==> config.mk <==
export PLATFORM = sky130hd
export DESIGN_NAME = glyph_outline_segment_decoder_top
export DESIGN_NICKNAME = d
export VERILOG_FILES = /design/src/rtl/core/gosd_pkg.sv /design/src/rtl/core/glyph_outline_segment_decoder_top.sv /design/src/rtl/core/gosd_point_reg.sv /design/src/rtl/core/gosd_seg_decode.sv /design/src/rtl/core/gosd_cmd_drain.sv
export SDC_FILE = /design/constraint.sdc
export NUM_CORES = 1
export LEC_CHECK = 0
export BUFFER_PORTS_ARGS = -buffer_cell sky130_fd_sc_hd__buf_2
export CAP_MARGIN = 20
export CORE_MARGIN = 2
export CORE_UTILIZATION = 35
export CTS_CLUSTER_DIAMETER = 100
export DETAILED_ROUTE_END_ITERATION = 8
export GPL_ROUTABILITY_DRIVEN = 0
export MAX_ROUTING_LAYER = met4
export SYNTH_ARGS = -nofsm -noshare
export SYNTH_HDL_FRONTEND = slang
export SYNTH_SLANG_ARGS = --single-unit
==> constraint.sdc <==
create_clock -name clk -period 26.8 [get_ports clk]
set_input_delay 2.68 -clock clk [delete_from_list [all_inputs] [get_ports clk]]
set_output_delay 2.68 -clock clk [all_outputs]
set_load 0.1 [all_outputs]
==> src/rtl/core/gosd_pkg.sv <==
// ----------------------------------------------------------------------------
// gosd_pkg
// Shared types, codes and helpers for the glyph outline segment decoder.
// ----------------------------------------------------------------------------
`default_nettype none

package gosd_pkg;

  localparam int COORD_W   = 32;
  localparam int CFG_W     = 32;
  localparam int CFG_IDX_W = 2;
  localparam int MAX_CMDS  = 3;
  localparam int CNT_W     = 2;

  typedef logic signed [COORD_W-1:0] gosd_coord_t;

  // Configuration register indexes
  typedef enum logic [CFG_IDX_W-1:0] {
    CFG_PEN_X   = 2'd0,
    CFG_PEN_Y   = 2'd1,
    CFG_FILL_CW = 2'd2
  } gosd_cfg_idx_t;

  // Drawing command codes
  typedef enum logic [2:0] {
    CMD_START       = 3'd0,
    CMD_LINE        = 3'd1,
    CMD_QUAD        = 3'd2,
    CMD_CUBIC       = 3'd3,
    CMD_CLOSE_LINE  = 3'd4,
    CMD_CLOSE_QUAD  = 3'd5,
    CMD_CLOSE_CUBIC = 3'd6
  } gosd_cmd_code_t;

  // Contour walk phases
  typedef enum logic [3:0] {
    PH_SEEK  = 4'b0001,
    PH_ON    = 4'b0010,
    PH_CTRL1 = 4'b0100,
    PH_CTRL2 = 4'b1000
  } gosd_phase_t;

  typedef struct packed {
    gosd_coord_t point_x;
    gosd_coord_t point_y;
    logic        on_curve;
    logic        cubic_control;
    logic        contour_end;
  } gosd_point_t;

  typedef struct packed {
    gosd_cmd_code_t command;
    gosd_coord_t    end_x;
    gosd_coord_t    end_y;
    gosd_coord_t    first_ctrl_x;
    gosd_coord_t    first_ctrl_y;
    gosd_coord_t    second_ctrl_x;
    gosd_coord_t    second_ctrl_y;
    logic           clockwise_fill;
    logic           last_of_run;
  } gosd_cmd_t;

  // Commands produced by one point, oldest in slot 0
  typedef struct packed {
    logic [CNT_W-1:0]          count;
    gosd_cmd_t [MAX_CMDS-1:0]  cmds;
  } gosd_batch_t;

  // Result queue status toward the decoder
  typedef struct packed {
    logic             load_ok;
    logic [CNT_W-1:0] count;
  } gosd_drain_stat_t;

  // Wrapped sum, arithmetic shift right by one
  function automatic gosd_coord_t gosd_mid(input gosd_coord_t a, input gosd_coord_t b);
    logic [COORD_W-1:0] s;
    s = a + b;
    return gosd_coord_t'({s[COORD_W-1], s[COORD_W-1:1]});
  endfunction

  function automatic gosd_cmd_t gosd_make_cmd(
    input gosd_cmd_code_t code,
    input gosd_coord_t    ex,
    input gosd_coord_t    ey,
    input gosd_coord_t    c1x,
    input gosd_coord_t    c1y,
    input gosd_coord_t    c2x,
    input gosd_coord_t    c2y,
    input logic           cw
  );
    gosd_cmd_t c;
    c.command        = code;
    c.end_x          = ex;
    c.end_y          = ey;
    c.first_ctrl_x   = c1x;
    c.first_ctrl_y   = c1y;
    c.second_ctrl_x  = c2x;
    c.second_ctrl_y  = c2y;
    c.clockwise_fill = cw;
    c.last_of_run    = 1'b0;
    return c;
  endfunction

endpackage

`default_nettype wire

==> src/rtl/core/glyph_outline_segment_decoder_top.sv <==
// ----------------------------------------------------------------------------
// glyph_outline_segment_decoder_top
// Turns a stream of tagged outline points into drawing commands.
//
//   Port group | Dir | Handshake        | Carries
//   in_*       | in  | valid / ready    | one outline point (gosd_point_t)
//   out_*      | out | valid / ready    | one drawing command (gosd_cmd_t)
//   cfg_*      | in  | write enable     | pen offset, fill direction
//
// A point yielding zero or one command passes at one point per cycle while
// the output is not stalled; a point yielding several commands holds the
// result queue until each has left, and later points wait meanwhile. The
// first command passes the point register, then the result queue. Reset
// is synchronous: the phase returns to awaiting a contour start and both
// stages empty. A stalled output holds the queue; the point register takes
// one more point and then holds in_ready low until the queue can load again.
// ----------------------------------------------------------------------------
`default_nettype none

module glyph_outline_segment_decoder_top
  import gosd_pkg::*;
(
  input  wire logic                 clk,
  input  wire logic                 rst_n,
  input  wire logic                 in_valid,
  output logic                      in_ready,
  input  wire gosd_point_t          in_data,
  output logic                      out_valid,
  input  wire logic                 out_ready,
  output gosd_cmd_t                 out_data,
  input  wire logic                 cfg_we,
  input  wire logic [CFG_IDX_W-1:0] cfg_index,
  input  wire logic [CFG_W-1:0]     cfg_wdata
);

  gosd_coord_t      pen_x_r;
  gosd_coord_t      pen_y_r;
  logic             fill_cw_r;
  logic             pt_valid;
  gosd_point_t      pt;
  logic             take;
  gosd_batch_t      batch;
  gosd_drain_stat_t drain_stat;

  // Configuration registers
  always_ff @(posedge clk) begin
    if (!rst_n) begin
      pen_x_r   <= '0;
      pen_y_r   <= '0;
      fill_cw_r <= 1'b1;
    end else if (cfg_we) begin
      case (gosd_cfg_idx_t'(cfg_index))
        CFG_PEN_X:   pen_x_r   <= gosd_coord_t'(cfg_wdata);
        CFG_PEN_Y:   pen_y_r   <= gosd_coord_t'(cfg_wdata);
        CFG_FILL_CW: fill_cw_r <= cfg_wdata[0];
        default: begin
        end
      endcase
    end
  end

  gosd_point_reg u_point_reg (
    .clk      (clk),
    .rst_n    (rst_n),
    .in_valid (in_valid),
    .in_ready (in_ready),
    .in_data  (in_data),
    .pen_x    (pen_x_r),
    .pen_y    (pen_y_r),
    .take     (take),
    .pt_valid (pt_valid),
    .pt       (pt)
  );

  gosd_seg_decode u_seg_decode (
    .clk        (clk),
    .rst_n      (rst_n),
    .pt_valid   (pt_valid),
    .pt         (pt),
    .fill_cw    (fill_cw_r),
    .drain_stat (drain_stat),
    .take       (take),
    .batch      (batch)
  );

  gosd_cmd_drain u_cmd_drain (
    .clk       (clk),
    .rst_n     (rst_n),
    .load      (take),
    .batch     (batch),
    .stat      (drain_stat),
    .out_valid (out_valid),
    .out_ready (out_ready),
    .out_data  (out_data)
  );

  // The run marker sits exactly on the last queued command
  a_last_marks_tail: assert property (@(posedge clk) disable iff (!rst_n)
    out_valid |-> (out_data.last_of_run == (drain_stat.count == 2'd1)))
    else $error("last_of_run does not match queue tail");

  // Closing commands carry no end point
  a_close_no_end: assert property (@(posedge clk) disable iff (!rst_n)
    out_valid && (out_data.command == CMD_CLOSE_LINE ||
                  out_data.command == CMD_CLOSE_QUAD ||
                  out_data.command == CMD_CLOSE_CUBIC)
    |-> (out_data.end_x == '0 && out_data.end_y == '0))
    else $error("close command with nonzero end point");

  // Fill direction only travels with a contour start
  a_fill_on_start: assert property (@(posedge clk) disable iff (!rst_n)
    out_valid && out_data.command != CMD_START |-> !out_data.clockwise_fill)
    else $error("fill direction set on non-start command");

  // A taken point leaves the decoder with the queue loaded or with no output
  a_take_loads: assert property (@(posedge clk) disable iff (!rst_n)
    take && batch.count != '0 |=> out_valid)
    else $error("decoded commands not queued");

endmodule

`default_nettype wire

==> src/rtl/core/gosd_point_reg.sv <==
// ----------------------------------------------------------------------------
// gosd_point_reg
// Input register: takes one point request, adds the pen offset and holds the
// translated point until the decoder takes it.
// ----------------------------------------------------------------------------
`default_nettype none

module gosd_point_reg
  import gosd_pkg::*;
(
  input  wire logic        clk,
  input  wire logic        rst_n,
  input  wire logic        in_valid,
  output logic             in_ready,
  input  wire gosd_point_t in_data,
  input  wire gosd_coord_t pen_x,
  input  wire gosd_coord_t pen_y,
  input  wire logic        take,
  output logic             pt_valid,
  output gosd_point_t      pt
);

  logic        valid_r;
  logic        valid_nxt;
  gosd_point_t pt_r;
  gosd_point_t pt_nxt;
  logic        accept;

  // Open when empty or when the held point leaves this cycle
  assign in_ready = !valid_r || take;
  assign accept   = in_valid && in_ready;

  // Translate the incoming point
  always_comb begin
    pt_nxt         = pt_r;
    pt_nxt.point_x = in_data.point_x + pen_x;
    pt_nxt.point_y = in_data.point_y + pen_y;
    pt_nxt.on_curve      = in_data.on_curve;
    pt_nxt.cubic_control = in_data.cubic_control;
    pt_nxt.contour_end   = in_data.contour_end;
  end

  assign valid_nxt = accept ? 1'b1 : (take ? 1'b0 : valid_r);

  always_ff @(posedge clk) begin
    if (!rst_n) begin
      valid_r <= 1'b0;
    end else begin
      valid_r <= valid_nxt;
    end
  end

  always_ff @(posedge clk) begin
    if (accept) begin
      pt_r <= pt_nxt;
    end
  end

  assign pt_valid = valid_r;
  assign pt       = pt_r;

endmodule

`default_nettype wire

==> src/rtl/core/gosd_seg_decode.sv <==
// ----------------------------------------------------------------------------
// gosd_seg_decode
// Contour walker: tracks the phase and held controls, and turns one point
// into up to three drawing commands combinationally.
// ----------------------------------------------------------------------------
`default_nettype none

module gosd_seg_decode
  import gosd_pkg::*;
(
  input  wire logic             clk,
  input  wire logic             rst_n,
  input  wire logic             pt_valid,
  input  wire gosd_point_t      pt,
  input  wire logic             fill_cw,
  input  wire gosd_drain_stat_t drain_stat,
  output logic                  take,
  output gosd_batch_t           batch
);

  gosd_phase_t phase_r;
  gosd_phase_t phase_nxt;
  gosd_coord_t h1x_r, h1y_r, h2x_r, h2y_r;
  gosd_coord_t h1x_nxt, h1y_nxt, h2x_nxt, h2y_nxt;
  logic        h2cub_r;
  logic        h2cub_nxt;

  gosd_cmd_t [MAX_CMDS-1:0] res_c;
  logic [CNT_W-1:0]         n_c;
  logic                     to_on;
  gosd_coord_t              x, y;
  logic                     on, cub, fin;

  assign take = pt_valid && drain_stat.load_ok;

  assign x   = pt.point_x;
  assign y   = pt.point_y;
  assign on  = pt.on_curve;
  assign cub = pt.cubic_control;
  assign fin = pt.contour_end;

  // Build the commands for this point
  always_comb begin
    res_c     = '0;
    n_c       = '0;
    to_on     = 1'b0;
    phase_nxt = phase_r;
    h1x_nxt   = h1x_r;
    h1y_nxt   = h1y_r;
    h2x_nxt   = h2x_r;
    h2y_nxt   = h2y_r;
    h2cub_nxt = h2cub_r;

    unique case (phase_r)
      PH_SEEK: begin
        // First point of a contour counts as on-curve whatever its tags
        res_c[0] = gosd_make_cmd(CMD_START, x, y, '0, '0, '0, '0, fill_cw);
        n_c      = 2'd1;
        to_on    = 1'b1;
      end
      PH_ON: begin
        if (on) begin
          res_c[0] = gosd_make_cmd(CMD_LINE, x, y, '0, '0, '0, '0, 1'b0);
          n_c      = 2'd1;
          to_on    = 1'b1;
        end else if (fin) begin
          res_c[0]  = gosd_make_cmd(CMD_CLOSE_QUAD, '0, '0, x, y, '0, '0, 1'b0);
          n_c       = 2'd1;
          phase_nxt = PH_SEEK;
        end else begin
          h1x_nxt   = x;
          h1y_nxt   = y;
          phase_nxt = PH_CTRL1;
        end
      end
      PH_CTRL1: begin
        if (on) begin
          res_c[0] = gosd_make_cmd(CMD_QUAD, x, y, h1x_r, h1y_r, '0, '0, 1'b0);
          n_c      = 2'd1;
          to_on    = 1'b1;
        end else if (fin) begin
          if (cub) begin
            res_c[0] = gosd_make_cmd(CMD_CLOSE_CUBIC, '0, '0, h1x_r, h1y_r, x, y, 1'b0);
            n_c      = 2'd1;
          end else begin
            // Second control conic: split the two controls at their midpoint, then close
            res_c[0] = gosd_make_cmd(CMD_QUAD, gosd_mid(h1x_r, x), gosd_mid(h1y_r, y),
                                     h1x_r, h1y_r, '0, '0, 1'b0);
            res_c[1] = gosd_make_cmd(CMD_CLOSE_QUAD, '0, '0, x, y, '0, '0, 1'b0);
            n_c      = 2'd2;
          end
          phase_nxt = PH_SEEK;
        end else begin
          h2x_nxt   = x;
          h2y_nxt   = y;
          h2cub_nxt = cub;
          phase_nxt = PH_CTRL2;
        end
      end
      PH_CTRL2: begin
        // Point after two controls is taken as an end point
        if (h2cub_r) begin
          res_c[0] = gosd_make_cmd(CMD_CUBIC, x, y, h1x_r, h1y_r, h2x_r, h2y_r, 1'b0);
          n_c      = 2'd1;
        end else begin
          res_c[0] = gosd_make_cmd(CMD_QUAD, gosd_mid(h1x_r, h2x_r), gosd_mid(h1y_r, h2y_r),
                                   h1x_r, h1y_r, '0, '0, 1'b0);
          res_c[1] = gosd_make_cmd(CMD_QUAD, x, y, h2x_r, h2y_r, '0, '0, 1'b0);
          n_c      = 2'd2;
        end
        to_on = 1'b1;
      end
      default: begin
        phase_nxt = PH_SEEK;
      end
    endcase

    // Close by line when a contour ends on an end point
    if (to_on) begin
      if (fin) begin
        res_c[n_c] = gosd_make_cmd(CMD_CLOSE_LINE, '0, '0, '0, '0, '0, '0, 1'b0);
        n_c        = n_c + 2'd1;
        phase_nxt  = PH_SEEK;
      end else begin
        phase_nxt  = PH_ON;
      end
    end

    // Mark the final command of the run
    if (n_c != '0) begin
      res_c[n_c - 2'd1].last_of_run = 1'b1;
    end
  end

  assign batch.count = n_c;
  assign batch.cmds  = res_c;

  always_ff @(posedge clk) begin
    if (!rst_n) begin
      phase_r <= PH_SEEK;
    end else if (take) begin
      phase_r <= phase_nxt;
    end
  end

  always_ff @(posedge clk) begin
    if (take) begin
      h1x_r   <= h1x_nxt;
      h1y_r   <= h1y_nxt;
      h2x_r   <= h2x_nxt;
      h2y_r   <= h2y_nxt;
      h2cub_r <= h2cub_nxt;
    end
  end

endmodule

`default_nettype wire

==> src/rtl/core/gosd_cmd_drain.sv <==
// ----------------------------------------------------------------------------
// gosd_cmd_drain
// Result queue: loads the commands of one point and hands them out one per
// cycle while out_ready is high, oldest first.
// ----------------------------------------------------------------------------
`default_nettype none

module gosd_cmd_drain
  import gosd_pkg::*;
(
  input  wire logic        clk,
  input  wire logic        rst_n,
  input  wire logic        load,
  input  wire gosd_batch_t batch,
  output gosd_drain_stat_t stat,
  output logic             out_valid,
  input  wire logic        out_ready,
  output gosd_cmd_t        out_data
);

  gosd_cmd_t [MAX_CMDS-1:0] slot_r;
  gosd_cmd_t [MAX_CMDS-1:0] slot_nxt;
  logic [CNT_W-1:0]         cnt_r;
  logic [CNT_W-1:0]         cnt_nxt;
  logic                     pop;

  assign out_valid = (cnt_r != '0);
  assign out_data  = slot_r[0];
  assign pop       = out_valid && out_ready;

  // Accept a new batch when empty or when the last command leaves now
  assign stat.load_ok = (cnt_r == '0) || (pop && cnt_r == 2'd1);
  assign stat.count   = cnt_r;

  // Load a batch or advance the queue
  always_comb begin
    slot_nxt = slot_r;
    cnt_nxt  = cnt_r;
    if (load) begin
      slot_nxt = batch.cmds;
      cnt_nxt  = batch.count;
    end else if (pop) begin
      slot_nxt[0] = slot_r[1];
      slot_nxt[1] = slot_r[2];
      cnt_nxt     = cnt_r - 2'd1;
    end
  end

  always_ff @(posedge clk) begin
    if (!rst_n) begin
      cnt_r <= '0;
    end else begin
      cnt_r <= cnt_nxt;
    end
  end

  always_ff @(posedge clk) begin
    slot_r <= slot_nxt;
  end

endmodule

`default_nettype wire

# Word-level counts from Yosys, hierarchy flattened
# Cells that the tools add are included.
# totals
regBits	859
out_inout_bits	199
# classes
n_addsub	9
n_lt_le_gt_ge	4
n_eq_ne	10
muxes	43
n_bitwise	5
reduce_logical	23
# op_table
cell	count
$mux W591	3
$mux W197	7
$mux W394	3
$demux W197 S2	2
$pmux W197 S4	1
$bwmux W591	1
$and A392 B588 Y588	1
$not A588 Y588	1
$pmux W197 S2	1
$mux W196	1
$mux W195	1
$add A32 B32 Y32	6
$mux W2	10
$mux W4	4
$pmux W4 S3	1
$reduce_and A4 Y1	3
$pmux W2 S4	1
$reduce_bool A2 Y1	4
$logic_and A1 B1 Y1	6
$lt A2 B3 Y1 const B	2
$ne A3 B2 Y1 const B	2
$reduce_and A2 Y1	3
$mux W1	5
$eq A2 B1 Y1 const B	2
17 further kinds	23

# Depth between registers and ports, before layout
# logic_depth
depth_word	15
ltp_mapped	14
mapped_depth_nobuf	13

# By module
# From an unflattened synthesis, not the netlist that was laid out.
# unflattened
hier_cells	4113
area_unflattened_um2	49901.6
# modules_own_cells
module	instances	cells_per_inst	area_per_inst_um2	seq_area_each_um2
gosd_cmd_drain	1	1245	25444.4	17787.1
gosd_seg_decode	1	2108	16786.1	3953.8
gosd_point_reg	1	510	5139.9	2031.9
glyph_outline_segment_decoder_top	1	250	2531.2	1301.2

# Worst setup path after synthesis
# Ideal clock, no wire load.
# synth_timing
path_kind	input to register
from	input port out_ready
to	register u_cmd_drain.slot_r, in the netlist u_cmd_drain.out_data[0] (enable)
setup_ns	2.442
arrival_ns	9.246
t_required_ns	24.358
setup_slack_ns	15.113
cell_stages	7
cell_sequence	a21oi_1 > nand2b_1 > buf_2 > buf_2 > clkbuf_1 > clkbuf_1 > nand2_1
# synth_between
elab_chain_len	5
# synth_lines
element	line_no	text
from (decl)	glyph_outline_segment_decoder_top.sv:29	input wire logic out_ready,
$logic_and A1 B1 Y1 *	gosd_cmd_drain.sv:29	assign pop = out_valid && out_ready;
$logic_and A1 B1 Y1	gosd_cmd_drain.sv:32	assign stat.load_ok = (cnt_r == '0) || (pop && cnt_r == 2'd1);
$logic_or A1 B1 Y1	gosd_cmd_drain.sv:32	
$logic_and A1 B1 Y1	gosd_seg_decode.sv:34	assign take = pt_valid && drain_stat.load_ok;
$reduce_bool A2 Y1 (no source line) *	n/a	
to (signal assigned)	gosd_cmd_drain.sv:58	slot_r <= slot_nxt;
to (decl)	gosd_cmd_drain.sv:21	gosd_cmd_t [MAX_CMDS-1:0] slot_r;
# Every way passes the cells marked *; elsewhere a longest branch is shown, timed or not.
# A chain may end at the register's enable or synchronous reset.

# Final worst setup path
# layout_timing
from	input port out_ready
to	register u_cmd_drain.slot_r, in the netlist u_cmd_drain.out_data[149] (enable)
# Same word-level chain as after synthesis.

==> metrics.yaml <==
layout:
  seq_area_um2: 17300
  diodes: 0
  multiInputGateArea_um2: 15100
  final_common_cell: "edfxtp_1"
  drive_above_1_share: 0.142
  final_cell_mix: "527 x edfxtp_1, 351 x nand2_1, 304 x buf_2"
  area_delta_synth_final_pct: 10.4
  nNetsFinal: 3647
  fin_cells: 4685
  fill_cells: 9779
critical_path:
  critPathKind: "in2reg"
  cp.required_ps: 27050
  ff2ff_setup_slack_ps: 22010
  worstPathArrival_ps: 6620
  critPathCaptureType: "register"
  critPathLaunchType: "primary input"
  critical_path.max_fanout: 69
global_route:
  grt_first_pass_wirelength_um: 157000
  grt_pass1_vias: 24600
  grt_antenna_before_repair: 5
  track_usage: 0.210
  grt_max_degree: 85
  grt-ovfl-total: 0
pwr:
  p_leak_uw: 0.0143
  pwr-share-seq: 0.398
  vdd_drop_max_mv: 0.0604
  combPwrFrac: 0.328
  switching_power_uw: 1440
  p_int_uw: 1950
  p_per_area_nw_per_um2: 88.9
  p_clk_frac: 0.274
  swShare: 0.425
routing:
  antenna_left: 0
  wire_per_inst_um: 22.6
  via_count: 25900
  routed_wl_um: 106000
  dr.pass1.iters: 6
  viasPerCell: 5.54
  drt_iter0_drc: 2806
  drc: 0
synth:
  synth_top_flop_cell: "edfxtp_1"
  synth-edff-count: 527
  synthDistinctLibCells: 89
  synth_area_leaders: "edfxtp_1 46%, ha_1 6.8%, a22oi_1 4.6%"
  synth.avg_cell_area_um2: 10.5
  synth_cells: 3298
  synth-seq-cells: 599
  seq_area_frac_synth: 0.500
  yosys_warnings: 0
  synth_nets: 3597
  synthArstFlopShare: 0
  yosysTopAreaCell: "edfxtp_1"
  syn_area_um2: 34500
  synth_top_area_frac: 0.458
clocking:
  htreeDepth: 3
  clock-sinks: 599
  cts_tree: "built"
  cts_made_buffers: 66
  ctsResizeCount: 0
  clkTransAtPathRegs_ps: 60
  root_buffer: "clkbuf_16"
  ctsHoldBuffers: 0
  clk_path_buf_depth: 3
  cts_setup_buffers: 0
  clk_latency_ps: 630
sta:
  tns_ps: 0
  finalCritPeriodShare: 0.238
  finalSetupViolCount: 0
  rsz0062_at_grt: "no"
  fin_crit_ps: 6370
  hold_viol_final: 0
  fmaxAchievable_mhz: 157
  slew_viol_final: 0
  finClkSkew_ps: 29.9
  setup_slack_ps: 20430
  worst_pin_slew_ps: 1080
  relSlewSlack: 0.281
place:
  post-dp-hpwl_um: 75800
  portBuffers: 304
  dp.cells: 4566
  place_ws_ps: 19450
die:
  design.core.area_um2: 98100
  start_util: 0.352
  fp-row-count: 115
  fp.dieW_um: 318
  dieHeight_um: 318
  die_area_um2: 101000
  ioPinCount: 305
flow_run:
  timing.max_cap.violations: 0
hold_path:
  hold_class: "reg2reg"
status:
  outcome: "complete, no violations"
[sequential cells by signal (all words and copies together), names as in the netlist, 2 cells and up]
name / flops
u_cmd_drain.out_data: 197
u_cmd_drain.cnt_r: 2
u_seg_decode.h2x_r: 32
u_cmd_drain.slot_r: 134
pen_x_r: 32
pen_y_r: 32
u_seg_decode.phase_r: 4
u_seg_decode.h1y_r: 32
u_point_reg.pt: 67
u_seg_decode.h1x_r: 32
u_seg_decode.h2y_r: 32
[Yosys cell counts (all sizes together) (10+ instances only)]
library cell	count
a211oi	18
a21boi	77
a21o	101
a21oi	168
a221oi	17
a222oi	23
a22oi	213
a31oi	14
and2	83
and3	22
buf	213
clkbuf	145
dfxtp	72
edfxtp	527
ha	187
inv	58
mux2i	11
nand2	352
nand2b	30
nand3	32
nand4	29
nor2	262
nor2b	30
nor3	30
o211ai	13
o21a	18
o21ai	215
o21bai	21
o22ai	10
o31ai	11
or2	10
or3	10
xnor2	106
xor2	48
[critical path: stages]
cell      delay [ps]
buf_2            100
a21oi_1          100
nand2b_4         470
nand2_4          530
buf_16           320
buf_4            800
buf_4            830
buf_4            700
[stage by stage]
step	total power [uW]	hold WS [ps]	cell area, um2	util
after floorplan	2370	444	34500	-
after global placement	2480	456	35900	0.366
after detailed placement	2480	464	35900	0.366
after CTS	3420	472	38100	0.388
after global routing	3510	484	38100	0.389
final	3390	469	38100	0.389
[kinds of logic after synthesis]
| family | synth area share |
|---|---|
| AOI/OAI and AO/OA | 0.196 |
| and+or+nand+nor | 0.123 |
| DFF | 0.500 |
| buffers and inverters | 0.0672 |
| adders and majority gates | 0.0712 |
| xor gates and xnor gates | 0.0390 |
| muxes | 0.00319 |
[power by group through the flow]
stage	combinational [uW]	sequential, uW	clock (uW)
CTS	1110	1350	949
global route	1160	1370	981
finish	1110	1350	928
floorplan	1020	1360	0
global placement	1110	1370	0
detailed placement	1110	1370	0
[metal layers]
layer / vias to the layer above / routed length [um] / track usage
li1: 12200 / - / -
met1: 12600 / 48100 / 0.297
met2: 1056 / 46600 / 0.313
met3: 138 / 9100 / 0.0367
met4: 0 / 2240 / 0.0478
met5: - / 0 / -
[worst paths after layout]
kind,start,endpoint,depth (start not counted)
worst min register to register,pen_y_r[7],pen_y_r[7],2
worst max register to register,u_cmd_drain.cnt_r[0],u_cmd_drain.out_data[149],9
worst max-delay path,out_ready,u_cmd_drain.out_data[149],8
worst min-delay path,pen_y_r[7],pen_y_r[7],2
[layout make-up]
type | instances | share of cell area
timing repair buffer | 340 | 0.0475
sequential | 599 | 0.453
tap | 1287 | 0.0422
clock inverter | 34 | 0.00820
multi-input combinational | 2283 | 0.395
clock buffer | 84 | 0.0487
inverter | 58 | 0.00571
(Power assumes the default switching activity.)
